### src/sv/rtphp_pkg.sv
// ----------------------------------------------------------------------------
// rtphp_pkg
// Shared types and constants for the RTP fixed header parser.
// ----------------------------------------------------------------------------
package rtphp_pkg;

  localparam int MAX_PACKET_BYTES = 2048;
  // Byte counter must hold MAX_PACKET_BYTES itself.
  localparam int POS_W = $clog2(MAX_PACKET_BYTES + 1);
  localparam int CMP_W = (POS_W > 8) ? POS_W : 8;
  localparam int FIXED_LEN = 12;
  localparam int HDR_W = 7;

  typedef enum logic [1:0] {
    KIND_HEADER = 2'd0,
    KIND_CSRC   = 2'd1,
    KIND_END    = 2'd2
  } rtp_kind_t;

  typedef enum logic [1:0] {
    STATUS_OK      = 2'd0,
    STATUS_SHORT   = 2'd1,
    STATUS_PAD_BAD = 2'd2
  } rtp_status_t;

  typedef struct packed {
    logic [7:0] data_byte;
    logic       last_byte;
  } rtp_in_t;

  typedef struct packed {
    rtp_kind_t   kind;
    logic        marker;
    logic [6:0]  pt_code;
    logic [15:0] sequence_res;
    logic [31:0] timestamp;
    logic [31:0] word;
    logic [3:0]  csrc_count;
    logic        extension_flag;
    logic        padding_flag;
    logic [7:0]  pad_count;
    rtp_status_t status;
    logic        last;
  } rtp_out_t;

endpackage

### src/sv/rtp_fixed_header_parser.sv
// ----------------------------------------------------------------------------
// rtp_fixed_header_parser
// Parses the RTP fixed header and CSRC list from a byte stream, one byte per
// cycle while byte_stall is low; reports header, CSRC and end-of-packet words.
//
// Usage:
//   Input channel (byte_valid/byte_stall/byte_data) carries one packet byte
//   per word with a last-byte flag. Output channel (res_valid/res_stall/
//   res_data) carries result words: a header word on byte 11, one word per
//   CSRC, and an end word on the last byte.
//   Each result is written into the result queue when its byte is accepted.
//   Throughput: one byte per cycle while byte_stall is low. A byte that
//   yields two results (last byte completing a header or CSRC) puts both
//   into a four-entry result queue, which drains one word per cycle while
//   res_stall is low. byte_stall rises when fewer than two queue entries are
//   free; it tracks the registered entry count, so nothing is dropped.
//   cfg_we/cfg_data write the padding-ignore bit; write only while idle.
//   Reset clears the parse state, the queue and the padding-ignore bit.
// ----------------------------------------------------------------------------
module rtp_fixed_header_parser
  import rtphp_pkg::*;
(
  input  logic     clk,
  input  logic     rst,
  input  logic     byte_valid,
  output logic     byte_stall,
  input  rtp_in_t  byte_data,
  output logic     res_valid,
  input  logic     res_stall,
  output rtp_out_t res_data,
  input  logic     cfg_we,
  input  logic     cfg_data
);

  localparam logic [POS_W-1:0] POS_MAX = POS_W'(MAX_PACKET_BYTES);

  logic             pad_ignore;
  logic [POS_W-1:0] byte_position;
  logic [3:0]       announced_csrcs;
  logic             padding_bit;
  logic             extension_bit;
  logic             marker_bit;
  logic [6:0]       kept_payload_type;
  logic [15:0]      kept_sequence;
  logic [31:0]      kept_timestamp;
  logic [31:0]      word_assembly;

  logic [POS_W-1:0] byte_position_next;
  logic [3:0]       announced_csrcs_next;
  logic             padding_bit_next;
  logic             extension_bit_next;
  logic             marker_bit_next;
  logic [6:0]       kept_payload_type_next;
  logic [15:0]      kept_sequence_next;
  logic [31:0]      kept_timestamp_next;
  logic [31:0]      word_assembly_next;

  // result queue
  rtp_out_t   queue [4];
  logic [1:0] rd_ptr;
  logic [1:0] wr_ptr;
  logic [2:0] count;

  logic       accept;
  logic       pop;
  logic [7:0] b;
  logic       in_range;
  logic [HDR_W-1:0] hdr_len_cur;
  logic [HDR_W-1:0] hdr_len_end;
  logic       in_words;
  logic       emit_word;
  rtp_kind_t  word_kind;
  logic [POS_W-1:0] len;
  logic [POS_W-1:0] remain;
  logic [7:0]       pad_len;
  rtp_status_t      end_status;
  rtp_out_t   word_res;
  rtp_out_t   end_res;
  rtp_out_t   first_res;
  logic [1:0] push_cnt;

  assign accept     = byte_valid && !byte_stall;
  assign pop        = res_valid && !res_stall;
  assign byte_stall = (count > 3'd2);
  assign res_valid  = (count != 3'd0);
  assign res_data   = queue[rd_ptr];

  assign b           = byte_data.data_byte;
  assign in_range    = (byte_position < POS_MAX);
  assign hdr_len_cur = HDR_W'(FIXED_LEN) + {1'b0, announced_csrcs, 2'b00};
  assign in_words    = (byte_position >= POS_W'(8)) &&
                       (byte_position < POS_W'(hdr_len_cur));

  always_comb begin
    announced_csrcs_next   = announced_csrcs;
    padding_bit_next       = padding_bit;
    extension_bit_next     = extension_bit;
    marker_bit_next        = marker_bit;
    kept_payload_type_next = kept_payload_type;
    kept_sequence_next     = kept_sequence;
    kept_timestamp_next    = kept_timestamp;
    word_assembly_next     = word_assembly;
    emit_word              = 1'b0;
    word_kind              = KIND_HEADER;
    if (in_range) begin
      if (byte_position == '0) begin
        padding_bit_next     = b[5];
        extension_bit_next   = b[4];
        announced_csrcs_next = b[3:0];
      end else if (byte_position == POS_W'(1)) begin
        marker_bit_next        = b[7];
        kept_payload_type_next = b[6:0];
      end else if (byte_position < POS_W'(4)) begin
        kept_sequence_next = {kept_sequence[7:0], b};
      end else if (byte_position < POS_W'(8)) begin
        kept_timestamp_next = {kept_timestamp[23:0], b};
      end else if (in_words) begin
        word_assembly_next = {word_assembly[23:0], b};
        if (byte_position == POS_W'(FIXED_LEN - 1)) begin
          emit_word = 1'b1;
          word_kind = KIND_HEADER;
        end else if (byte_position >= POS_W'(FIXED_LEN) &&
                     byte_position[1:0] == 2'd3) begin
          // CSRC list starts on a word boundary: low bits mark the fourth byte
          emit_word = 1'b1;
          word_kind = KIND_CSRC;
        end
      end
      byte_position_next = byte_position + POS_W'(1);
    end else begin
      byte_position_next = byte_position;
    end
  end

  // end-of-packet checks use the length after this byte
  assign len         = byte_position_next;
  assign hdr_len_end = HDR_W'(FIXED_LEN) + {1'b0, announced_csrcs_next, 2'b00};
  assign remain      = len - POS_W'(hdr_len_end);

  always_comb begin
    pad_len    = 8'd0;
    end_status = STATUS_OK;
    if (len < POS_W'(hdr_len_end)) begin
      end_status = STATUS_SHORT;
    end else if (padding_bit_next && !pad_ignore &&
                 len > POS_W'(hdr_len_end)) begin
      pad_len = b;
      if (CMP_W'(b) > CMP_W'(remain)) begin
        end_status = STATUS_PAD_BAD;
      end
    end
  end

  always_comb begin
    word_res.kind           = word_kind;
    word_res.marker         = marker_bit;
    word_res.pt_code        = kept_payload_type;
    word_res.sequence_res   = kept_sequence;
    word_res.timestamp      = kept_timestamp;
    word_res.word           = word_assembly_next;
    word_res.csrc_count     = announced_csrcs;
    word_res.extension_flag = extension_bit;
    word_res.padding_flag   = padding_bit;
    word_res.pad_count      = 8'd0;
    word_res.status         = STATUS_OK;
    word_res.last           = 1'b0;

    end_res.kind           = KIND_END;
    end_res.marker         = 1'b0;
    end_res.pt_code        = 7'd0;
    end_res.sequence_res   = 16'd0;
    end_res.timestamp      = 32'd0;
    end_res.word           = 32'd0;
    end_res.csrc_count     = announced_csrcs_next;
    end_res.extension_flag = extension_bit_next;
    end_res.padding_flag   = padding_bit_next;
    end_res.pad_count      = pad_len;
    end_res.status         = end_status;
    end_res.last           = 1'b1;

    first_res = emit_word ? word_res : end_res;
    push_cnt  = 2'({1'b0, emit_word} + {1'b0, byte_data.last_byte});
  end

  always_ff @(posedge clk) begin
    if (rst) begin
      pad_ignore        <= 1'b0;
      byte_position     <= '0;
      announced_csrcs   <= 4'd0;
      padding_bit       <= 1'b0;
      extension_bit     <= 1'b0;
      marker_bit        <= 1'b0;
      kept_payload_type <= 7'd0;
      kept_sequence     <= 16'd0;
      kept_timestamp    <= 32'd0;
      word_assembly     <= 32'd0;
      rd_ptr            <= 2'd0;
      wr_ptr            <= 2'd0;
      count             <= 3'd0;
    end else begin
      if (cfg_we) begin
        pad_ignore <= cfg_data;
      end
      if (accept) begin
        announced_csrcs   <= announced_csrcs_next;
        padding_bit       <= padding_bit_next;
        extension_bit     <= extension_bit_next;
        marker_bit        <= marker_bit_next;
        kept_payload_type <= kept_payload_type_next;
        kept_sequence     <= kept_sequence_next;
        kept_timestamp    <= kept_timestamp_next;
        word_assembly     <= word_assembly_next;
        // restart the count after the last byte
        byte_position     <= byte_data.last_byte ? '0 : byte_position_next;
        wr_ptr            <= wr_ptr + push_cnt;
      end
      if (pop) begin
        rd_ptr <= rd_ptr + 2'd1;
      end
      count <= count + (accept ? {1'b0, push_cnt} : 3'd0) - (pop ? 3'd1 : 3'd0);
    end
  end

  always_ff @(posedge clk) begin
    if (accept && push_cnt != 2'd0) begin
      queue[wr_ptr] <= first_res;
    end
    if (accept && push_cnt == 2'd2) begin
      queue[wr_ptr + 2'd1] <= end_res;
    end
  end

endmodule

### config.mk
export PLATFORM = sky130hd
export DESIGN_NAME = rtp_fixed_header_parser
export DESIGN_NICKNAME = d
export VERILOG_FILES = /design/src/sv/rtphp_pkg.sv /design/src/sv/rtp_fixed_header_parser.sv
export SDC_FILE = /design/constraint.sdc
export NUM_CORES = 1
export LEC_CHECK = 0
export CORE_ASPECT_RATIO = 1.5
export CORE_MARGIN = 2
export CORE_UTILIZATION = 57
export DETAILED_ROUTE_END_ITERATION = 7
export DONT_BUFFER_PORTS = 1
export HOLD_SLACK_MARGIN = 0.03
export PLACE_DENSITY_LB_ADDON = 0.3
export SLEW_MARGIN = 20
export SYNTH_ARGS = -nofsm -noshare
export SYNTH_HDL_FRONTEND = slang
export SYNTH_SLANG_ARGS = --single-unit
### constraint.sdc
create_clock -name clk -period 4.24 [get_ports clk]
set_input_delay 0 -clock clk [delete_from_list [all_inputs] [get_ports clk]]
set_output_delay 0 -clock clk [all_outputs]
set_load 0.005 [all_outputs]
Yosys cells after proc, flatten, opt, wreduce, memory -nomap -nowiden
Memory sizes are Yosys's and may differ from the RTL's. A register that Yosys moved wholly into a read port is not among the register bits.
Cells that the tools add are included.
{"block": "totals", "elab_cells": 102, "mem_bits_rw": 428, "regBits": 114, "out_inout_bits": 109, "input_bits": 15, "n_memories": 1}
{"block": "classes", "bitwise": 3, "mux": 44, "n_addsub": 10, "n_eq_ne": 4, "magnitude_cmp": 10, "reduce_logical": 17}
{"memory": "queue", "words": 4, "word_bits": 107, "read_ports": 1, "rd_clocked_by_memory_dff": 1, "wr": 2, "line": "rtp_fixed_header_parser.sv:59", "rtl": "rtp_out_t queue [4];"}
{"operator": "32-bit 2-to-1 mux", "count": 6}
{"operator": "107-bit 2-to-1 mux", "count": 1}
{"operator": "1-bit 2-to-1 mux", "count": 25}
{"operator": "12-bit by 4-bit greater-or-equal comparator with 1-bit output (second input constant)", "count": 2}
{"operator": "12-bit by 7-bit < comparator with 1-bit output", "count": 2}
{"operator": "12-bit 2-to-1 mux", "count": 2}
{"operator": "8-bit 2-to-1 mux", "count": 2}
{"operator": "4-bit by 6-bit adder with 7-bit output (first input constant)", "count": 2}
{"operator": "12-bit by 1-bit adder with 12-bit output (second input constant)", "count": 1}
{"operator": "12-bit by 1-bit == test with 1-bit output (second input constant)", "count": 1}
{"operator": "12-bit by 4-bit == test with 1-bit output (second input constant)", "count": 1}
{"operator": "12-bit by 7-bit > comparator with 1-bit output", "count": 1}
{"operator": "8-bit by 12-bit > comparator with 1-bit output", "count": 1}
{"operator": "12-bit zero test", "count": 1}
{"operator": "12-bit < comparator (second input constant)", "count": 1}
{"operator": "12-bit by 3-bit < comparator with 1-bit output (second input constant)", "count": 1}
{"operator": "12-bit by 4-bit < comparator with 1-bit output (second input constant)", "count": 1}
{"operator": "2-bit 2-to-1 mux", "count": 6}
{"operator": "12-bit by 7-bit subtractor with 12-bit output", "count": 1}
{"operator": "1-bit logical AND", "count": 8}
{"operator": "4-bit 2-to-1 mux", "count": 2}
{"operator": "6-bit AND reduction", "count": 1}
{"operator": "5-bit AND reduction", "count": 1}
{"operator": "2-bit by 1-bit adder with 2-bit output (second input constant)", "count": 2}
{"operator": "11 further kinds", "count": 16}

Depth between registers and ports, before layout
Gate-level depths: netlist (run 1).
{"block": "depth", "ltp_word": 15, "ltp_mapped": 20, "mapped_depth_nobuf": 20}

Worst setup path before layout (run 1)
Ideal clock, no wire load.
{"block": "synth_timing", "kind": "reg-to-reg", "from": "register byte_position[0]", "to": "memory queue[1][2] (netlist name) (data pin)", "required_ps": 4107, "n_path_buf": 0, "t_arrival_ps": 4136, "stages_incl_launch_ff": 20, "setup_slack_ps": -29, "period_less_slack_ps": 4269, "setup_ps": 133, "path_cell_list": "dfxtp_1 > inv_1 > ha_1 > nor3b_1 > nand4_1 > nor2_1 > a21oi_1 > a21oi_1 > xor2_1 > ha_1 > a21o_1 > a21oi_1 > nand2_1 > xnor2_1 > ha_1 > nand4_1 > a21o_1 > a221oi_1 > nor4bb_1 > and3_1"}
{"element": "start, declared", "line": "rtp_fixed_header_parser.sv:38", "rtl": "logic [POS_W-1:0] byte_position;"}
{"element": "start signal, assigned", "line": "rtp_fixed_header_parser.sv:214", "rtl": "byte_position <= byte_data.last_byte ? '0 : byte_position_next;"}
{"element": "end, declared", "line": "rtp_fixed_header_parser.sv:59"}

==> flow_metrics.tcl, run 1 <==
set metrics [dict create \
    hp-class "in2reg" \
    cts_buffer_depth 3 \
    combPwrFrac 0.121 \
    multiInputGateArea_sq_mm 0.00897 \
    fin_tns_setup_ns 0 \
    clockRootBuffer "clkbuf_16" \
    grt_setup_unrepaired "yes" \
    overflow 0 \
    pwr-share-seq 0.486 \
    grt_usage 0.285 \
    h-tree-depth 2 \
    final_hold_viol_count 0 \
    static-leakage-power_nw 8.75 \
    core.rowCount 85 \
    placed_area_sq_mm 0.0213 \
    critical_path.startpoint "byte_position[10]" \
    ios 124 \
    reg2reg_to "queue[0][2]" \
    p_int_mw 8.21 \
    crit_arrival_ns 4.47 \
    worst_slew_pin_slew_ns 1.01 \
    antenna_found_initial 0 \
    die_area_sq_mm 0.0379 \
    drive_above_1_share 0.173 \
    fill_cells 2702 \
    clock_sinks 532 \
    drc_errors 0 \
    n_antenna_cell 0 \
    outcome "completed" \
    mostFrequentLayoutCells "dfxtp_1, a22o_1, nand2_1" \
    viasPerCell 6.63 \
    cp-endpoint "queue[0][2]" \
    cp-start-kind "flop" \
    die_y_um 237 \
    yosysWarningCount 0 \
    clk_latency_ns 0.57 \
    syn-mean-instance-area_sq_um 12.0 \
    r2r_cells 18 \
    max_slew_margin 0.327 \
    drt-initial-drc-count 1310 \
    synth_cell_types 57 \
    grt_pass1_wl_mm 85.3 \
    gp_congestion 0.872 \
    synth-edff-count 64 \
    regToRegSetupSlack_ns 0.21 \
    end_kind "flop" \
    grt_max_degree 108 \
    fmax_ghz 0.248 \
    postLayoutCellArea_sq_mm 0.0234 \
    clk_pin_slew_worst_paths_ns 0.06 \
    vias 14740 \
    p_per_area_mw_per_mm2 471 \
    fin_util 0.652 \
    synth_area_sq_mm 0.0207 \
    mostFrequentLayoutCell "dfxtp_1" \
    start_util 0.578 \
    r2r_start "byte_position[10]" \
    netSwitchingPower_mw 2.79 \
    synthCells 1733 \
    drv_slew 0 \
    dr.pass1.iters 5 \
    core_sq_mm 0.0358 \
    cts_tree "done" \
    postRouteAntennaNets 0 \
    post_drt_wl_per_cell_um 24.5 \
    cp_max_fo 4 \
    seq_area_sq_mm 0.0113 \
    die_x_um 160 \
    synth_seq_cells 532 \
    yosysSeqAreaShare 0.545 \
    async_flop_share 0 \
    final_nets 1757 \
    swShare 0.253 \
    syn-num-nets 1779 \
    first_global_vias 14946 \
    dp_hpwl_mm 31.2 \
    synthToLayoutAreaGrowth_pct 12.8 \
    clkPwrFrac 0.393 \
    critPathKind "reg2reg" \
    numCtsBuffers 48 \
    finalSetupViolations 0 \
    io_buffers 0 \
    ys.flop_type "dfxtp_1" \
    finalClockSkew_ns 0.0130 \
    period_share 0.950 \
    maxCapViolCount 0 \
    finalWirelength_mm 54.4 \
    vdd_drop_max_mv 0.483 \
    required_ns 4.68 \
    fin_crit_ns 4.03 \
]
logic make-up after synthesis:
kind of cell / synth area share
flops: 0.545
compound gates: 0.189
simple gates: 0.0783
buf+inv: 0.0350
mux: 0.124
fa+ha+maj: 0.0195
xor+xnor: 0.00930
through the flow:
stage | std cells | setup WS (ns) | hold WS [ns] | power [mW]
6_report | 2224 | 0.213 | 0.113 | 11.0
5_1_grt | 2224 | -0.0298 | 0.105 | 11.4
4_1_cts | 2216 | 0.00134 | 0.0870 | 11.0
3_5_place_dp | 2111 | -0.166 | 0.0918 | 6.67
3_3_place_gp | 2111 | -0.0820 | 0.0929 | 6.66
2_1_floorplan | 1733 | 0.0435 | 0.126 | 6.34
state kept, by name (all words and copies together) (netlist names), named ones only:
name / flops
kept_timestamp: 32
kept_sequence: 16
padding_bit: 1
wr_ptr: 2
count: 3
rd_ptr: 2
pad_ignore: 1
queue: 424
kept_payload_type: 7
announced_csrcs: 4
extension_bit: 1
word_assembly: 24
byte_position: 12
marker_bit: 1
worst min-delay path by stage:
stage                  from           endpoint  slack [ns]  depth (start not counted)
2_1_floorplan  byte_data[5]       queue[1][21]        0.13                          1
3_3_place_gp            rst  word_assembly[19]        0.09                          1
3_5_place_dp            rst  word_assembly[21]        0.09                          1
4_1_cts        byte_data[2]   word_assembly[1]        0.09                          3
5_1_grt        byte_data[2]  kept_timestamp[1]        0.10                          3
6_report       byte_data[2]  kept_timestamp[1]        0.11                          3
power by group through the flow:
stage / sequential, mW / combinational, mW / clock [mW]
after floorplan: 5.32 / 1.02 / 0
after global placement: 5.46 / 1.20 / 0
after detailed placement: 5.46 / 1.21 / 0
after CTS: 5.35 / 1.29 / 4.39
after global routing: 5.36 / 1.43 / 4.58
final: 5.35 / 1.33 / 4.32
synthesized netlist by cell type (all sizes together), types with 18 or more instances:
library cell	count	area (sq um)
ha	29	363
mux2i	18	180
mux4	106	2390
nand2	174	653
a21oi	90	450
a22o	352	3080
dfxtp	468	9370
nor2	68	265
clkbuf	123	462
edfxtp	64	1920
and3	42	263
inv	24	90.1
buf	36	173
cell type report:
| cell class | instances | area share |
|---|---|---|
| Clock buffer | 63 | 0.0582 |
| Tap cell | 478 | 0.0256 |
| Timing Repair Buffer | 87 | 0.0355 |
| Inverter | 24 | 0.00385 |
| Clock inverter | 22 | 0.00926 |
| Multi-Input combinational cell | 1018 | 0.384 |
| Sequential cell | 532 | 0.484 |
routing by layer:
metal  GRT usage  share of wire  up-vias
li1            -              -     6476
met1       0.359           0.39     7507
met2       0.486           0.49      626
met3      0.0518          0.071      131
met4       0.116          0.042        0
met5           0              0        -
critical path, stage by stage, from the launching register on:
cell and delay, ns:
dfxtp_4 0.36, nor3_4 0.22, nand3_2 0.12, nand4b_1 0.27
a21oi_2 0.28, a21oi_4 0.10, xor2_2 0.19, ha_1 0.34
a21o_1 0.18, a21oi_2 0.16, nand2_2 0.09, xnor2_2 0.14
ha_1 0.34, nand4_1 0.11, a21o_1 0.18, a221oi_2 0.23
nor4bb_4 0.26, buf_4 0.17, and3_4 0.17
what timing repair did:
| action | 4_1_cts | 5_1_grt |
|---|---|---|
| pin swaps | 1 | 15 |
| hold endpoints to repair | 196 | 0 |
| setup endpoints to repair | 4 | 36 |
| hold buffers | 19 | 0 |
| gates resized for setup | 3 | 40 |
| buffers inserted | 1 | 8 |
Note: power is estimated with default switching activity, not from simulation.
==> run 2: changes to the inputs <==
--- a/config.mk
+++ b/config.mk
@@ -11,6 +11,7 @@
 export DETAILED_ROUTE_END_ITERATION = 7
 export DONT_BUFFER_PORTS = 1
 export HOLD_SLACK_MARGIN = 0.03
+export MAX_ROUTING_LAYER = met4
 export PLACE_DENSITY_LB_ADDON = 0.3
 export SLEW_MARGIN = 20
 export SYNTH_ARGS = -nofsm -noshare
==> run 2 against run 1 <==
  * Register-to-register slack improved by 0.05 ns
  * Cell count decreased by 0.13%
  * Critical path depth increased by 2
  * Combinational power about the same
  * Hold slack got worse by 0.012 ns
  * Maximum frequency increased by 1.1%
  * First-iteration DRC count decreased by 3.8%
  * Largest cell class unchanged
  * Largest power group unchanged
  * Highest routed layer unchanged
==> flow_metrics.tcl, run 2 (synthesis gave the netlist of run 1 again) <==
set metrics [dict create \
    outcome "completed" \
    die_x_um 160 \
    crit_arrival_ns 4.42 \
    end_kind "flop" \
    hold_start "byte_data[0]" \
    drive_above_1_share 0.165 \
    clock_sinks 532 \
    detailedPlace.worstSlack_ns -0.126 \
    dp_hpwl_mm 30.5 \
    hold-path-endpoint "wr_ptr[1]" \
    worstPathCellList "inv_1 > ha_1 > nor3b_2 > nand4_1 > buf_4 > buf_4 > mux2i_2 > buf_4 > nand2b_1 > ha_2 > a21oi_2 > nand2_1 > xnor2_1 > ha_1 > nand4_1 > a21o_1 > a221oi_2 > nor4bb_4 > buf_4 > and3_1" \
    critPathKind "reg2reg" \
    synthToLayoutAreaGrowth_pct 11.9 \
    drv_slew 0 \
    final_hold_viol_count 0 \
    cts_buffer_depth 3 \
    max_slew_margin 0.341 \
    drc_errors 0 \
    core.rowCount 85 \
    static-leakage-power_nw 8.69 \
    die_y_um 237 \
    placed_area_sq_mm 0.0213 \
    dr.pass1.iters 6 \
    core_sq_mm 0.0358 \
    io_buffers 0 \
    r2r_start "byte_position[0]" \
    top_register "queue" \
    finalWirelength_mm 53.7 \
    post_drt_wl_per_cell_um 24.2 \
    n_antenna_cell 0 \
    reg2reg_to "queue[1][2]" \
    p_per_area_mw_per_mm2 471 \
    postRouteAntennaNets 0 \
    cp_top_family "simple AND/OR/NAND/NOR gates" \
    total_power_mw 10.9 \
    crit_buf_inv 5 \
    viasPerCell 6.52 \
    fin_tns_setup_ns 0 \
    vdd_drop_max_mv 0.450 \
    die_area_sq_mm 0.0379 \
    final_nets 1752 \
    fin_cells 2221 \
    ios 124 \
    grt_max_degree 108 \
    fill_cells 2718 \
    mostFrequentLayoutCell "dfxtp_1" \
    cts_tree "done" \
    vias 14488 \
    critPathMaxStageDelay_ns 0.32 \
    finalSetupViolations 0 \
    antenna_found_initial 0 \
    required_ns 4.67 \
    clk_latency_ns 0.57 \
    hp-class "in2reg" \
    regToRegSetupSlack_ns 0.26 \
    cp-start-kind "flop" \
    hold_path_depth 4 \
    maxCapViolCount 0 \
    drt-initial-drc-count 1260 \
    place_inst 2111 \
    whs_ns 0.101 \
    clk_pin_slew_worst_paths_ns 0.06 \
    postLayoutCellArea_sq_mm 0.0232 \
    largest_reg_flops 424 \
    period_share 0.939 \
    worst_slew_pin_slew_ns 0.985 \
    fin_util 0.647 \
    overflow 0 \
    h-tree-depth 2 \
    first_global_vias 14591 \
    cp_common_cell "buf_4" \
    reg.largest.list "queue (424), kept_timestamp (32), word_assembly (24)" \
    post-route-worst-setup-slack_ns 0.259 \
    finalClockSkew_ns 0.0130 \
    slowest_stage "ha_2" \
    grt_pass1_wl_mm 84.7 \
    r2r_cells 20 \
    mostFrequentLayoutCells "dfxtp_1, a22o_1, nand2_1" \
    start_util 0.578 \
    fin_crit_ns 3.98 \
    clockRootBuffer "clkbuf_16" \
    grt_usage 0.291 \
    numCtsBuffers 48 \
    cp_max_fo 6 \
    fmax_ghz 0.251 \
    gp_congestion 0.884 \
]
## run 2: cell types whose count changed in the layout (fill, tap and decap cells not counted), moves of 3 or more
cell	delta
buf_6	-3
clkbuf_16	-3
clkbuf_8	+7
dfxtp_1	+4
dfxtp_2	-3
ha_1	+3
mux2i_4	-3
## run 2: power breakdown
| group | switching (mW) | total [mW] | internal [mW] |
|---|---|---|---|
| Sequential | 0.169 | 5.34 | 5.17 |
| Clock | 1.88 | 4.28 | 2.40 |
| Combinational | 0.728 | 1.30 | 0.568 |
## run 2: layout make-up
| type | count | area [sq um] | area share |
|---|---|---|---|
| Clock inverter | 22 | 178 | 0.00766 |
| Sequential cell | 532 | 11300 | 0.487 |
| Timing Repair Buffer | 82 | 776 | 0.0335 |
| Clock buffer | 65 | 1380 | 0.0593 |
| Inverter | 24 | 90.1 | 0.00389 |
| Multi-Input combinational cell | 1018 | 8870 | 0.383 |
| Tap cell | 478 | 598 | 0.0258 |
## run 2: worst max path at each step
stage	from	to	slack, ns	cells past startpoint
after floorplan	byte_position[0]	queue[1][2]	0.04	18
after global placement	byte_position[0]	queue[0][2]	-0.08	20
after detailed placement	byte_position[1]	queue[1][2]	-0.13	20
after CTS	byte_position[0]	queue[1][2]	0.003	20
after global routing	byte_position[0]	queue[0][2]	-0.02	21
final	byte_position[0]	queue[1][2]	0.26	20
## run 2: per-layer routing
metal	wire, um	share of wire	track usage
met1	21200	0.40	0.362
met5	0	0	-
met2	27000	0.50	0.489
met3	3800	0.071	0.0427
met4	1740	0.032	0.0959
## run 2: worst min-delay path, delay by kind of cell
kind | cells | cell delay [ns]
AOI/OAI and AO/OA | 1 | 0.05
and+or+nand+nor | 1 | 0.10
xor gates and xnor gates | 1 | 0.17
adders and majority gates | 1 | 0.30
## run 2: repair_timing
item	in CTS	in global routing
pin swaps	1	3
hold buffers	17	0
hold endpoints to repair	196	0
buffers inserted	1	5
gates resized for setup	2	14
endpoints found under the setup margin	4	6
==> run 3: changes to the inputs <==
--- a/config.mk
+++ b/config.mk
@@ -6,7 +6,6 @@
 export NUM_CORES = 1
 export LEC_CHECK = 0
 export CORE_ASPECT_RATIO = 1.5
-export CORE_MARGIN = 2
 export CORE_UTILIZATION = 57
 export DETAILED_ROUTE_END_ITERATION = 7
 export DONT_BUFFER_PORTS = 1
==> run 3 against run 2 <==
  * Routed wire length is 2.4% higher
  * Clock-buffer cell count is 2 lower
  * Sequential power hardly changed
  * Critical path depth stayed put
  * Critical path type unchanged
  * Sequential cell count stayed put
  * Combinational power hardly changed
  * First-iteration DRC count is 10% lower
==> flow_metrics.tcl, run 3 (synthesis gave the netlist of run 1 again) <==
set metrics [dict create \
    finalSetupViolations 0 \
    drc_errors 0 \
    cp_max_fo 4 \
    total_power_mw 11.1 \
    drv_slew 0 \
    dp_hpwl_mm 32.0 \
    worst_slew_pin_slew_ns 1.03 \
    mostFrequentLayoutCells "dfxtp_1, a22o_1, nand2_1" \
    postLayoutCellArea_sq_mm 0.0234 \
    top_register "queue" \
    end_kind "flop" \
    fin_crit_ns 4.07 \
    core_sq_mm 0.0358 \
    overflow 0 \
    drive_above_1_share 0.166 \
    reg.largest.list "queue (424), kept_timestamp (32), word_assembly (24)" \
    placed_area_sq_mm 0.0215 \
    dr.pass1.iters 5 \
    grt_pass1_wl_mm 86.1 \
    ios 124 \
    crit_arrival_ns 4.39 \
    gp_congestion 0.885 \
    clockRootBuffer "clkbuf_16" \
    die_x_um 158 \
    p_per_area_mw_per_mm2 472 \
    clk_latency_ns 0.57 \
    die_y_um 235 \
    largest_reg_flops 424 \
    critPathKind "reg2reg" \
    core.rowCount 85 \
    drt-initial-drc-count 1134 \
    outcome "completed" \
    first_global_vias 14947 \
    required_ns 4.57 \
    finalClockSkew_ns 0.0101 \
    period_share 0.959 \
    post_drt_wl_per_cell_um 24.7 \
    maxCapViolCount 0 \
    start_util 0.578 \
    grt_usage 0.311 \
    final_hold_viol_count 0 \
    whs_ns 0.0762 \
    cts_buffer_depth 3 \
    cts_tree "done" \
    postRouteAntennaNets 0 \
    clk_pin_slew_worst_paths_ns 0.07 \
    vias 14539 \
    static-leakage-power_nw 8.79 \
    antenna_found_initial 0 \
    synthToLayoutAreaGrowth_pct 12.9 \
    io_buffers 0 \
    mostFrequentLayoutCell "dfxtp_1" \
    n_antenna_cell 0 \
    max_slew_margin 0.310 \
    cp-start-kind "flop" \
    grt_max_degree 108 \
    die_area_sq_mm 0.0371 \
    finalWirelength_mm 55.0 \
    h-tree-depth 2 \
    final_nets 1759 \
    numCtsBuffers 47 \
    viasPerCell 6.53 \
    clock_sinks 532 \
    vdd_drop_max_mv 0.513 \
    hp-class "in2reg" \
    fmax_ghz 0.246 \
]
[run 3: path summary, 6_finish.rpt]
kind / startpoint / endpoint / slack [ns] / cells after the start
setup / recovery: byte_position[0] / queue[0][2] / 0.17 / 20
hold / removal: byte_data[0] / wr_ptr[1] / 0.08 / 4
setup reg to reg: byte_position[0] / queue[0][2] / 0.17 / 20
hold reg to reg: queue[1][0] / queue[1][0] / 0.45 / 1
[run 3: power by group]
| part | leakage [nW] | internal, mW | switching [mW] | total, mW |
|---|---|---|---|---|
| combinational | 3.61 | 0.581 | 0.730 | 1.31 |
| sequential | 4.39 | 5.17 | 0.175 | 5.35 |
| clock | 0.786 | 2.49 | 1.91 | 4.40 |
[run 3: area by class of cell]
cell class	instances	area, sq um
multi-input cells	1018	8870
clock inverters	21	233
inverters	24	90.1
fillers	2644	12400
well taps	478	598
repair buffers	90	958
clock buffers	63	1350
flip-flops and latches	532	11300
[run 3: critical path, stage by stage (launching register included)]
cell and delay, ns:
dfxtp_1 0.31, inv_1 0.08, ha_2 0.19, nor3b_4 0.21, nand4_1 0.13, buf_6 0.16
mux2i_4 0.19, buf_4 0.21, xor2_4 0.18, ha_1 0.29, nor2b_1 0.16, o2111ai_2 0.20
nand2_1 0.09, xnor2_1 0.13, ha_1 0.33, buf_4 0.14, a211oi_2 0.23, a221oi_2 0.08
nor4bb_4 0.18, buf_4 0.17, and3_1 0.15
[run 3: metal layers]
metal  up-vias  part of all wire  global-route usage
met1      7407              0.39               0.377
met3       130             0.065              0.0503
met4         0             0.045               0.135
met2       521              0.50               0.507
li1       6481                 -                   -
met5         -                 0                   -
[run 3: per-stage QoR]
stage,setup slack [ns],TNS (ns),util,std cells
floorplan,0.0435,0,-,1733
global placement,-0.142,-0.550,0.599,2120
detailed placement,-0.249,-0.972,0.599,2120
CTS,0.0768,0,0.650,2224
global route,-0.0443,-0.143,0.653,2226
finish,0.173,0,0.653,2226
[run 3: repair_timing]
action | in CTS | in global routing
gates resized for setup | 4 | 14
hold endpoints to repair | 195 | 0
hold buffers | 18 | 0
endpoints found under the setup margin | 4 | 4
setup buffers | 2 | 2
pin swaps | 1 | 6
